[src/hw/rtl/lphtu_pkg.sv]
// Shared types and constants for the linear-probe hash table unit.
// No dependencies; used by lphtu_ctrl, lphtu_dp and the top level.
`default_nettype none

package lphtu_pkg;

	// Slot count; a power of two, so the home slot is the low key bits
	// and the probe index wraps on its own.
	localparam int TABLE_SIZE = 32;
	localparam int IDX_W      = $clog2(TABLE_SIZE);
	localparam int CNT_W      = $clog2(TABLE_SIZE + 1);

	localparam int FUNC_W = 2;
	localparam int KEY_W  = 31;
	localparam int DATA_W = 32;
	localparam int STAT_W = 2;
	localparam int SLOT_W = 5;

	typedef enum logic [FUNC_W-1:0] {
		FN_SEARCH = 2'd0,
		FN_INSERT = 2'd1,
		FN_DELETE = 2'd2
	} func_t;

	typedef enum logic [STAT_W-1:0] {
		ST_OK   = 2'd0,
		ST_MISS = 2'd1,
		ST_FULL = 2'd2
	} status_t;

	typedef enum logic [1:0] {
		MK_EMPTY = 2'd0,
		MK_USED  = 2'd1,
		MK_TOMB  = 2'd2
	} mark_t;

	typedef enum logic [1:0] {
		RES_HIT   = 2'd0,
		RES_CLAIM = 2'd1,
		RES_MISS  = 2'd2,
		RES_FULL  = 2'd3
	} res_kind_t;

	typedef enum logic [1:0] {
		S_IDLE  = 2'd0,
		S_PROBE = 2'd1,
		S_RESP  = 2'd2
	} state_t;

	// Controller to datapath
	typedef struct packed {
		logic      load;
		logic      issue;
		logic      set_res;
		res_kind_t res_kind;
		logic      wr_claim;
		logic      wr_tomb;
		logic      out_load;
	} cmd_t;

	// Datapath to controller
	typedef struct packed {
		logic [FUNC_W-1:0] func;
		logic              ev_vld;
		logic              ev_empty;
		logic              ev_used;
		logic              ev_match;
		logic              ev_last;
		logic              can_issue;
		logic              out_free;
	} sts_t;

endpackage

`default_nettype wire

[src/hw/rtl/lphtu_dp.sv]
// Datapath of the linear-probe hash table: request registers, slot marks,
// key/value memories, probe counters, result and output registers.
// Depends on lphtu_pkg.
`default_nettype none

module lphtu_dp (
	input  wire logic                              clk,
	input  wire logic                              arst_n,
	input  wire logic [lphtu_pkg::FUNC_W-1:0]      in_func,
	input  wire logic [lphtu_pkg::KEY_W-1:0]       in_key,
	input  wire logic signed [lphtu_pkg::DATA_W-1:0] in_data,
	input  wire lphtu_pkg::cmd_t                   cmd,
	output lphtu_pkg::sts_t                        sts,
	output logic                                   out_valid,
	input  wire logic                              out_ready,
	output logic [lphtu_pkg::STAT_W-1:0]           status,
	output logic [lphtu_pkg::SLOT_W-1:0]           slot,
	output logic signed [lphtu_pkg::DATA_W-1:0]    found_data
);

	logic [lphtu_pkg::FUNC_W-1:0]  func_q;
	logic [lphtu_pkg::KEY_W-1:0]   key_q;
	logic [lphtu_pkg::DATA_W-1:0]  data_q;

	logic [lphtu_pkg::IDX_W-1:0]   probe_idx_q;
	logic [lphtu_pkg::CNT_W-1:0]   probe_cnt_q;

	logic                          rd_vld_s1;
	logic                          rd_last_s1;
	logic [lphtu_pkg::IDX_W-1:0]   rd_idx_s1;
	lphtu_pkg::mark_t              rd_mark_s1;
	logic [lphtu_pkg::KEY_W-1:0]   rd_key_s1;
	logic [lphtu_pkg::DATA_W-1:0]  rd_val_s1;

	lphtu_pkg::mark_t              mark_q [lphtu_pkg::TABLE_SIZE];
	logic [lphtu_pkg::KEY_W-1:0]   key_mem [lphtu_pkg::TABLE_SIZE];
	logic [lphtu_pkg::DATA_W-1:0]  val_mem [lphtu_pkg::TABLE_SIZE];

	lphtu_pkg::status_t            res_status_q;
	logic [lphtu_pkg::SLOT_W-1:0]  res_slot_q;
	logic [lphtu_pkg::DATA_W-1:0]  res_data_q;

	logic                          out_valid_q;
	lphtu_pkg::status_t            out_status_q;
	logic [lphtu_pkg::SLOT_W-1:0]  out_slot_q;
	logic [lphtu_pkg::DATA_W-1:0]  out_data_q;

	// Request capture
	always_ff @(posedge clk) begin
		if (cmd.load) begin
			func_q <= in_func;
			key_q  <= in_key;
			data_q <= in_data;
		end
	end

	// Probe address and count; read stage tags
	always_ff @(posedge clk or negedge arst_n) begin
		if (!arst_n) begin
			probe_idx_q <= '0;
			probe_cnt_q <= '0;
			rd_vld_s1   <= 1'b0;
			rd_last_s1  <= 1'b0;
			rd_idx_s1   <= '0;
		end else if (cmd.load) begin
			probe_idx_q <= in_key[lphtu_pkg::IDX_W-1:0];
			probe_cnt_q <= '0;
			rd_vld_s1   <= 1'b0;
		end else if (cmd.issue) begin
			probe_idx_q <= probe_idx_q + 1'b1;
			probe_cnt_q <= probe_cnt_q + 1'b1;
			rd_vld_s1   <= 1'b1;
			rd_idx_s1   <= probe_idx_q;
			rd_last_s1  <= (probe_cnt_q == lphtu_pkg::CNT_W'(lphtu_pkg::TABLE_SIZE - 1));
		end else begin
			rd_vld_s1   <= 1'b0;
		end
	end

	// Slot marks: cleared to empty at reset
	always_ff @(posedge clk or negedge arst_n) begin
		if (!arst_n) begin
			for (int i = 0; i < lphtu_pkg::TABLE_SIZE; i++) begin
				mark_q[i] <= lphtu_pkg::MK_EMPTY;
			end
		end else if (cmd.wr_claim) begin
			mark_q[rd_idx_s1] <= lphtu_pkg::MK_USED;
		end else if (cmd.wr_tomb) begin
			mark_q[rd_idx_s1] <= lphtu_pkg::MK_TOMB;
		end
	end

	// Key/value memories, one write and one registered read per cycle
	always_ff @(posedge clk) begin
		if (cmd.wr_claim) begin
			key_mem[rd_idx_s1] <= key_q;
			val_mem[rd_idx_s1] <= data_q;
		end
		if (cmd.issue) begin
			rd_key_s1  <= key_mem[probe_idx_q];
			rd_val_s1  <= val_mem[probe_idx_q];
			rd_mark_s1 <= mark_q[probe_idx_q];
		end
	end

	always_comb begin
		sts.func      = func_q;
		sts.ev_vld    = rd_vld_s1;
		sts.ev_empty  = (rd_mark_s1 == lphtu_pkg::MK_EMPTY);
		sts.ev_used   = (rd_mark_s1 == lphtu_pkg::MK_USED);
		sts.ev_match  = (rd_key_s1 == key_q);
		sts.ev_last   = rd_last_s1;
		sts.can_issue = (probe_cnt_q < lphtu_pkg::CNT_W'(lphtu_pkg::TABLE_SIZE));
		sts.out_free  = !out_valid_q || out_ready;
	end

	// Result hold
	always_ff @(posedge clk) begin
		if (cmd.set_res) begin
			unique case (cmd.res_kind)
				lphtu_pkg::RES_HIT: begin
					res_status_q <= lphtu_pkg::ST_OK;
					res_slot_q   <= lphtu_pkg::SLOT_W'(rd_idx_s1);
					res_data_q   <= rd_val_s1;
				end
				lphtu_pkg::RES_CLAIM: begin
					res_status_q <= lphtu_pkg::ST_OK;
					res_slot_q   <= lphtu_pkg::SLOT_W'(rd_idx_s1);
					res_data_q   <= '0;
				end
				lphtu_pkg::RES_MISS: begin
					res_status_q <= lphtu_pkg::ST_MISS;
					res_slot_q   <= '0;
					res_data_q   <= '0;
				end
				lphtu_pkg::RES_FULL: begin
					res_status_q <= lphtu_pkg::ST_FULL;
					res_slot_q   <= '0;
					res_data_q   <= '0;
				end
				default: begin
					res_status_q <= lphtu_pkg::ST_MISS;
					res_slot_q   <= '0;
					res_data_q   <= '0;
				end
			endcase
		end
	end

	// Output register
	always_ff @(posedge clk or negedge arst_n) begin
		if (!arst_n) begin
			out_valid_q <= 1'b0;
		end else if (cmd.out_load) begin
			out_valid_q <= 1'b1;
		end else if (out_ready) begin
			out_valid_q <= 1'b0;
		end
	end

	always_ff @(posedge clk) begin
		if (cmd.out_load) begin
			out_status_q <= res_status_q;
			out_slot_q   <= res_slot_q;
			out_data_q   <= res_data_q;
		end
	end

	assign out_valid  = out_valid_q;
	assign status     = out_status_q;
	assign slot       = out_slot_q;
	assign found_data = out_data_q;

endmodule

`default_nettype wire

[src/hw/rtl/lphtu_ctrl.sv]
// Controller state machine of the linear-probe hash table.
// Drives lphtu_dp through cmd_t and watches sts_t; depends on lphtu_pkg.
`default_nettype none

module lphtu_ctrl (
	input  wire logic            clk,
	input  wire logic            arst_n,
	input  wire logic            in_valid,
	output logic                 in_ready,
	input  wire lphtu_pkg::sts_t sts,
	output lphtu_pkg::cmd_t      cmd
);

	lphtu_pkg::state_t state_q, state_d;

	always_ff @(posedge clk or negedge arst_n) begin
		if (!arst_n) begin
			state_q <= lphtu_pkg::S_IDLE;
		end else begin
			state_q <= state_d;
		end
	end

	always_comb begin
		state_d      = state_q;
		in_ready     = 1'b0;
		cmd.load     = 1'b0;
		cmd.issue    = 1'b0;
		cmd.set_res  = 1'b0;
		cmd.res_kind = lphtu_pkg::RES_MISS;
		cmd.wr_claim = 1'b0;
		cmd.wr_tomb  = 1'b0;
		cmd.out_load = 1'b0;

		unique case (state_q)
			lphtu_pkg::S_IDLE: begin
				in_ready = 1'b1;
				if (in_valid) begin
					cmd.load = 1'b1;
					state_d  = lphtu_pkg::S_PROBE;
				end
			end
			lphtu_pkg::S_PROBE: begin
				cmd.issue = sts.can_issue;
				unique case (lphtu_pkg::func_t'(sts.func))
					lphtu_pkg::FN_SEARCH, lphtu_pkg::FN_DELETE: begin
						if (sts.ev_vld) begin
							priority if (sts.ev_empty) begin
								cmd.set_res  = 1'b1;
								cmd.res_kind = lphtu_pkg::RES_MISS;
								state_d      = lphtu_pkg::S_RESP;
							end else if (sts.ev_used && sts.ev_match) begin
								cmd.set_res  = 1'b1;
								cmd.res_kind = lphtu_pkg::RES_HIT;
								cmd.wr_tomb  = (sts.func == lphtu_pkg::FN_DELETE);
								state_d      = lphtu_pkg::S_RESP;
							end else if (sts.ev_last) begin
								cmd.set_res  = 1'b1;
								cmd.res_kind = lphtu_pkg::RES_MISS;
								state_d      = lphtu_pkg::S_RESP;
							end else begin
								state_d      = lphtu_pkg::S_PROBE;
							end
						end
					end
					lphtu_pkg::FN_INSERT: begin
						if (sts.ev_vld) begin
							priority if (!sts.ev_used) begin
								cmd.set_res  = 1'b1;
								cmd.res_kind = lphtu_pkg::RES_CLAIM;
								cmd.wr_claim = 1'b1;
								state_d      = lphtu_pkg::S_RESP;
							end else if (sts.ev_last) begin
								cmd.set_res  = 1'b1;
								cmd.res_kind = lphtu_pkg::RES_FULL;
								state_d      = lphtu_pkg::S_RESP;
							end else begin
								state_d      = lphtu_pkg::S_PROBE;
							end
						end
					end
					default: begin
						// unused operation: drop it with a miss
						cmd.issue    = 1'b0;
						cmd.set_res  = 1'b1;
						cmd.res_kind = lphtu_pkg::RES_MISS;
						state_d      = lphtu_pkg::S_RESP;
					end
				endcase
			end
			lphtu_pkg::S_RESP: begin
				if (sts.out_free) begin
					cmd.out_load = 1'b1;
					state_d      = lphtu_pkg::S_IDLE;
				end
			end
			default: begin
				state_d = lphtu_pkg::S_IDLE;
			end
		endcase
	end

endmodule

`default_nettype wire

[src/hw/rtl/linear_probe_hash_table_unit.sv]
// Top level of the linear-probe hash table unit.
// Instantiates lphtu_ctrl and lphtu_dp; depends on lphtu_pkg.
//
// Usage
//   Request channel (in_valid/in_ready, func/key/data): one request is
//   search, insert or delete on a 32-slot open-addressing table. The probe
//   starts at the home slot (low key bits) and walks forward, wrapping.
//   Response channel (out_valid/out_ready, status/slot/found_data): one
//   response per request, in request order.
//   Timing: the unit works on one request at a time. A request is
//   captured, then the probe walk reads one slot per cycle from the
//   key/value memory, whose read is registered, until a slot decides the
//   request or a full lap of 32 slots is done; last, the response is
//   loaded into the output register, and out_valid rises. An unused
//   operation code skips the probe walk.
//   Stall: the response sits in an output register, so a new request is
//   accepted while it waits; if the receiver has still not taken it when
//   the next response is ready, the unit holds that response and accepts
//   nothing until the output register frees up.
//   Reset: arst_n clears every slot to empty at once, and empties the
//   output register; key and value storage is not cleared.
`default_nettype none

module linear_probe_hash_table_unit (
	input  wire logic                              clk,
	input  wire logic                              arst_n,
	input  wire logic                              in_valid,
	output logic                                   in_ready,
	input  wire logic [lphtu_pkg::FUNC_W-1:0]      func,
	input  wire logic [lphtu_pkg::KEY_W-1:0]       key,
	input  wire logic signed [lphtu_pkg::DATA_W-1:0] data,
	output logic                                   out_valid,
	input  wire logic                              out_ready,
	output logic [lphtu_pkg::STAT_W-1:0]           status,
	output logic [lphtu_pkg::SLOT_W-1:0]           slot,
	output logic signed [lphtu_pkg::DATA_W-1:0]    found_data
);

	lphtu_pkg::cmd_t cmd;
	lphtu_pkg::sts_t sts;

	// Sequencing: capture, probe walk, response hand-off
	lphtu_ctrl u_ctrl (
		.clk      (clk),
		.arst_n   (arst_n),
		.in_valid (in_valid),
		.in_ready (in_ready),
		.sts      (sts),
		.cmd      (cmd)
	);

	// Storage, compare and output register
	lphtu_dp u_dp (
		.clk        (clk),
		.arst_n     (arst_n),
		.in_func    (func),
		.in_key     (key),
		.in_data    (data),
		.cmd        (cmd),
		.sts        (sts),
		.out_valid  (out_valid),
		.out_ready  (out_ready),
		.status     (status),
		.slot       (slot),
		.found_data (found_data)
	);

`ifndef ASSERT_OFF
	// Never overwrite a response that the receiver has not yet taken
	a_no_overwrite: assert property (@(posedge clk) disable iff (!arst_n)
		cmd.out_load |-> sts.out_free)
		else $error("response register overwritten");

	// Table writes only on the back of a valid slot read
	a_write_on_read: assert property (@(posedge clk) disable iff (!arst_n)
		(cmd.wr_claim || cmd.wr_tomb) |-> sts.ev_vld)
		else $error("table write without slot read");

	// One request at a time: no acceptance directly after an acceptance
	a_one_at_a_time: assert property (@(posedge clk) disable iff (!arst_n)
		(in_valid && in_ready) |=> !in_ready)
		else $error("back-to-back request acceptance");

	// Misses and full-table responses carry slot 0 and zero data
	a_miss_zero: assert property (@(posedge clk) disable iff (!arst_n)
		(out_valid && status != lphtu_pkg::ST_OK) |-> (slot == '0 && found_data == '0))
		else $error("non-zero payload on failed request");
`endif

endmodule

`default_nettype wire

[config.mk]
export PLATFORM = sky130hd
export DESIGN_NAME = linear_probe_hash_table_unit
export DESIGN_NICKNAME = d
export VERILOG_FILES = /design/src/hw/rtl/lphtu_pkg.sv /design/src/hw/rtl/lphtu_dp.sv /design/src/hw/rtl/lphtu_ctrl.sv /design/src/hw/rtl/linear_probe_hash_table_unit.sv
export SDC_FILE = /design/constraint.sdc
export NUM_CORES = 2
export LEC_CHECK = 0
export ABC_CLOCK_PERIOD_IN_PS = 5700
export BUFFER_PORTS_ARGS = -buffer_cell sky130_fd_sc_hd__buf_2
export CAP_MARGIN = 20
export CORE_UTILIZATION = 35
export CTS_BUF_LIST = sky130_fd_sc_hd__clkbuf_2
export CTS_CLUSTER_DIAMETER = 150
export DETAILED_ROUTE_END_ITERATION = 12
export SYNTH_ARGS = -nofsm -noshare
export SYNTH_HDL_FRONTEND = slang
export SYNTH_HIERARCHICAL = 1
export SYNTH_SLANG_ARGS = --single-unit
export TNS_END_PERCENT = 50
[constraint.sdc]
create_clock -name clk -period 5.7 [get_ports clk]
set_clock_uncertainty 0.15 [all_clocks]
set_input_delay 0.57 -clock clk [delete_from_list [all_inputs] [get_ports clk]]
set_output_delay 0.57 -clock clk [all_outputs]
set_load 0.005 [all_outputs]
==> key figures <==
Timing
  – Max Slew Vio Count: 0
  – Final worst setup slack: 0.815 ns
  – FMAX: 205 MHz
  – Post-Route Setup TNS: 0 ns
  – Worst slew pin tran: 1.22 ns
  – Final Setup Violations: 0
  – RSZ-0062 raised after global routing: no
  – Period Utilization, post-route: 85.7%
  – Min Tclk post-route: 4.88 ns
  – Final Hold Vio Count: 0
  – Hold slack final: 0.254 ns
  – Worst slew margin: 18.5%

CTS
  – CTS tree: yes
  – H-tree Lvls: 6
  – Later-pin clock latency in the skew report: 1.86 ns
  – Num Clock Sinks: 2309
  – Total CTS buffers: 602
  – Clock Path Buffers: 4
  – # Post-CTS Setup Buffers: 0
  – CTS root buf: clkbuf_2
  – Reg clk slew, reported paths: 0.09 ns

Setup path
  – WP data arrival: 6.36 ns
  – Worst Reg-to-Reg Cells: 11
  – Setup crit start kind: flip-flop
  – RR Startpoint: u_dp/key_q[29]
  – Setup crit end kind: flip-flop
  – Register-to-register setup slack: 0.82 ns
  – Critical Path RT: 7.18 ns
  – Crit Path Class: reg -> reg
  – Critical path peak fanout: 33

Placement
  – GPL Wtd Cong: 0.823
  – Cells after DPL: 7599
  – # port buffers: 109
  – HPWL Detailed: 127000 µm
  – Place WS: 0.804 ns

Global routing
  – Initial antenna violation count: 12
  – Largest net degree at the start of global routing: 124
  – GRT Total Usage: 18.9%
  – Gr ovfl total: 0
  – First-pass GRT wire length: 341000 µm
  – Via count of the first global-routing pass: 48100

Routing
  – Drt wl/cell: 27.2 µm
  – Pre-antenna DRT Iters: 6
  – Post-Route WL: 240000 µm
  – Detail Route Antenna Nets: 0
  – Detailed-route via count: 46860
  – DR vias/cell: 5.31
  – DR DRC count: 0
  – 1st-iter DRT viols: 4635

Die
  – Area of the core: 248000 µm²
  – Starting Density: 35.2%
  – Die Span Y: 502 µm
  – Row Count: 183
  – Die ar.: 252000 µm²
  – Ports: 110
  – Die X: 502 µm

Hold path
  – Hold depth: 0
  – Hold path startpoint: u_dp/res_data_q[3]
  – Worst Hold Class: reg -> reg
  – WHS Endpoint: u_dp/found_data[3]

Yosys
  – Asr flop ratio synth: 3.68%
  – Post-synthesis sequential area ratio: 78.9%
  – Post-synthesis cell count: 4243
  – Most numerous cell in the Yosys netlist: edfxtp_1
  – Cell type with the largest total area after synthesis: edfxtp_1
  – Top post-synthesis cells by area: edfxtp_1, mux4_2, mux2i_1, a22oi_1, dfrtp_1
  – Post-synthesis compound-gate area fraction: 3.79%
  – Number of flops mapped to enable cells by yosys: 2224
  – Syn. warnings: 6
  – FF+latch count, synth: 2309
  – Largest family of logic cells by synthesized area: multiplexers
  – Top cells by count, synth: edfxtp_1, mux2i_1, mux4_2
  – Mapped Avg Cell Area: 20.6 µm²
  – Synth Area in XOR/XNOR: 0.391%
  – Netlist cell types: 50
  – Post-synthesis adder-cell area fraction: 0.0286%
  – Synthesized area: 87400 µm²
  – Syn nets: 4314
  – Top_reg_cell synth: edfxtp_1
  – Simple-Gate Fraction of Synth Area: 2.54%
  – Mux cell area share after synthesis: 13.0%
  – Yosys top cell area share: 76.4%

Final layout
  – Area occupied by multi-input gates: 17600 µm²
  – Layout fillers: 22299
  – Share of layout cells above drive strength 1: 28.2%
  – Total Nets Final: 5157
  – P&R area growth vs syn: 14.7%
  – Register area: 68900 µm²
  – Non-filler instance count after layout: 8828

Run
  – Max capacitance violation total: 0

Power
  – Peak VDD IR: 377 µV
  – LEAKAGE: 33.5 nW
  – Power Dens Cells: 436 nW/µm²
  – Tot Pwr: 0.0437 W

Run status
  – Run status: finished, final reports clean
## sequential cells by signal, indices dropped and copies added, names as in the netlist, named ones only
signal             cells
u_dp/res_slot_q        5
u_dp/rd_vld_s1         1
u_dp/rd_last_s1        1
u_dp/val_mem        1024
u_dp/res_status_q      2
u_dp/key_mem         992
u_dp/rd_idx_s1         5
u_dp/probe_idx_q       5
u_dp/rd_val_s1        32
u_dp/rd_mark_s1        2
u_dp/func_q            2
u_dp/slot              5
u_dp/key_q            31
u_dp/status            2
u_dp/probe_cnt_q       6
u_dp/res_data_q       32
u_dp/rd_key_s1        31
u_dp/data_q           32
u_dp/found_data       32
u_ctrl/state_q         2
u_dp/out_valid         1
## how the worst max path moves through the flow
stage	from	endpoint	slack [ns]	cells after the start
finish	u_dp/key_q[29]	flip-flop	0.82	11
global placement	u_dp/key_q[19]	flip-flop	0.92	11
global route	u_dp/key_q[12]	flip-flop	0.62	11
CTS	u_dp/key_q[19]	flip-flop	0.81	11
detailed placement	u_dp/key_q[19]	flip-flop	0.80	11
floorplan	u_ctrl/state_q[1]	u_dp/probe_cnt_q[5]	0.42	7
## where the power goes
part	switching, W	total, W	internal, W
Sequential	0.00113	0.0214	0.0202
Combinational	0.00681	0.0113	0.00448
Clock	0.00658	0.0111	0.00449
## worst max-delay path, stage by stage (launching register included)
cell and delay (ns):
edfxtp_1 0.98, xor2_1 0.20, nor4_1 0.79, nand4_1 0.21, nor4_1 0.68, buf_4 0.24
nand2_1 0.05, nor3_1 0.23, and3_1 0.37, or3b_2 0.58, o21ai_0 0.16, o21ai_0 0.11
## per-layer routing
metal	GRT usage, %	up-vias	share of wire [%]
met1	25.0	24847	41
met3	4.43	332	7.9
met4	5.85	8	2.1
li1	-	19584	-
met2	30.9	2089	49
met5	0	-	0.020
## per-stage QoR
| stage | area [µm²] | util, % |
|---|---|---|
| 2_1_floorplan | 87400 | - |
| 3_3_place_gp | 92800 | 37.4 |
| 3_5_place_dp | 92800 | 37.4 |
| 4_1_cts | 100000 | 40.3 |
| 5_1_grt | 100000 | 40.4 |
| 6_report | 100000 | 40.4 |
## repair_timing
item                                   CTS  global route
endpoints found under the hold margin  269             0
hold buffers                           207             0
gates resized for setup                  0             0
## cell usage in the layout (no fill, tap or decap), drive strengths merged, types with 8 or more instances in the layout
cell            n
o22ai          24
nor2b          21
and2           47
a22oi         291
dfrtp          85
nand3         110
xnor2          13
buf           265
a21oi          76
inv            12
mux4          310
nand3b          8
dlygate4sd3   206
nand2          57
nand4          55
clkinv        138
a21o            8
bufinv         11
edfxtp       2224
xor2           26
clkbuf        854
a211o           8
mux2i         430
o21ai          55
nor2           87
a31oi           8
a22o           10
## logic make-up after synthesis
| logic type | Yosys count |
|---|---|
| buffers and inverters | 237 |
| and+or+nand+nor | 426 |
| DFF | 2309 |
| AOI/OAI and AO/OA | 485 |
| muxes | 745 |
| adders and majority gates | 2 |
| xor gates and xnor gates | 39 |
## area by class of cell
class / instances / share of cell area (%)
flip-flops and latches: 2309 / 68.7
multi-input cells: 1697 / 17.5
repair buffers: 471 / 4.34
clock buffers: 854 / 4.26
well taps: 3330 / 4.16
clock inverters: 157 / 0.915
inverters: 5 / 0.0187
diodes: 5 / 0.0125
No activity file was read; power rests on OpenSTA's default activity.
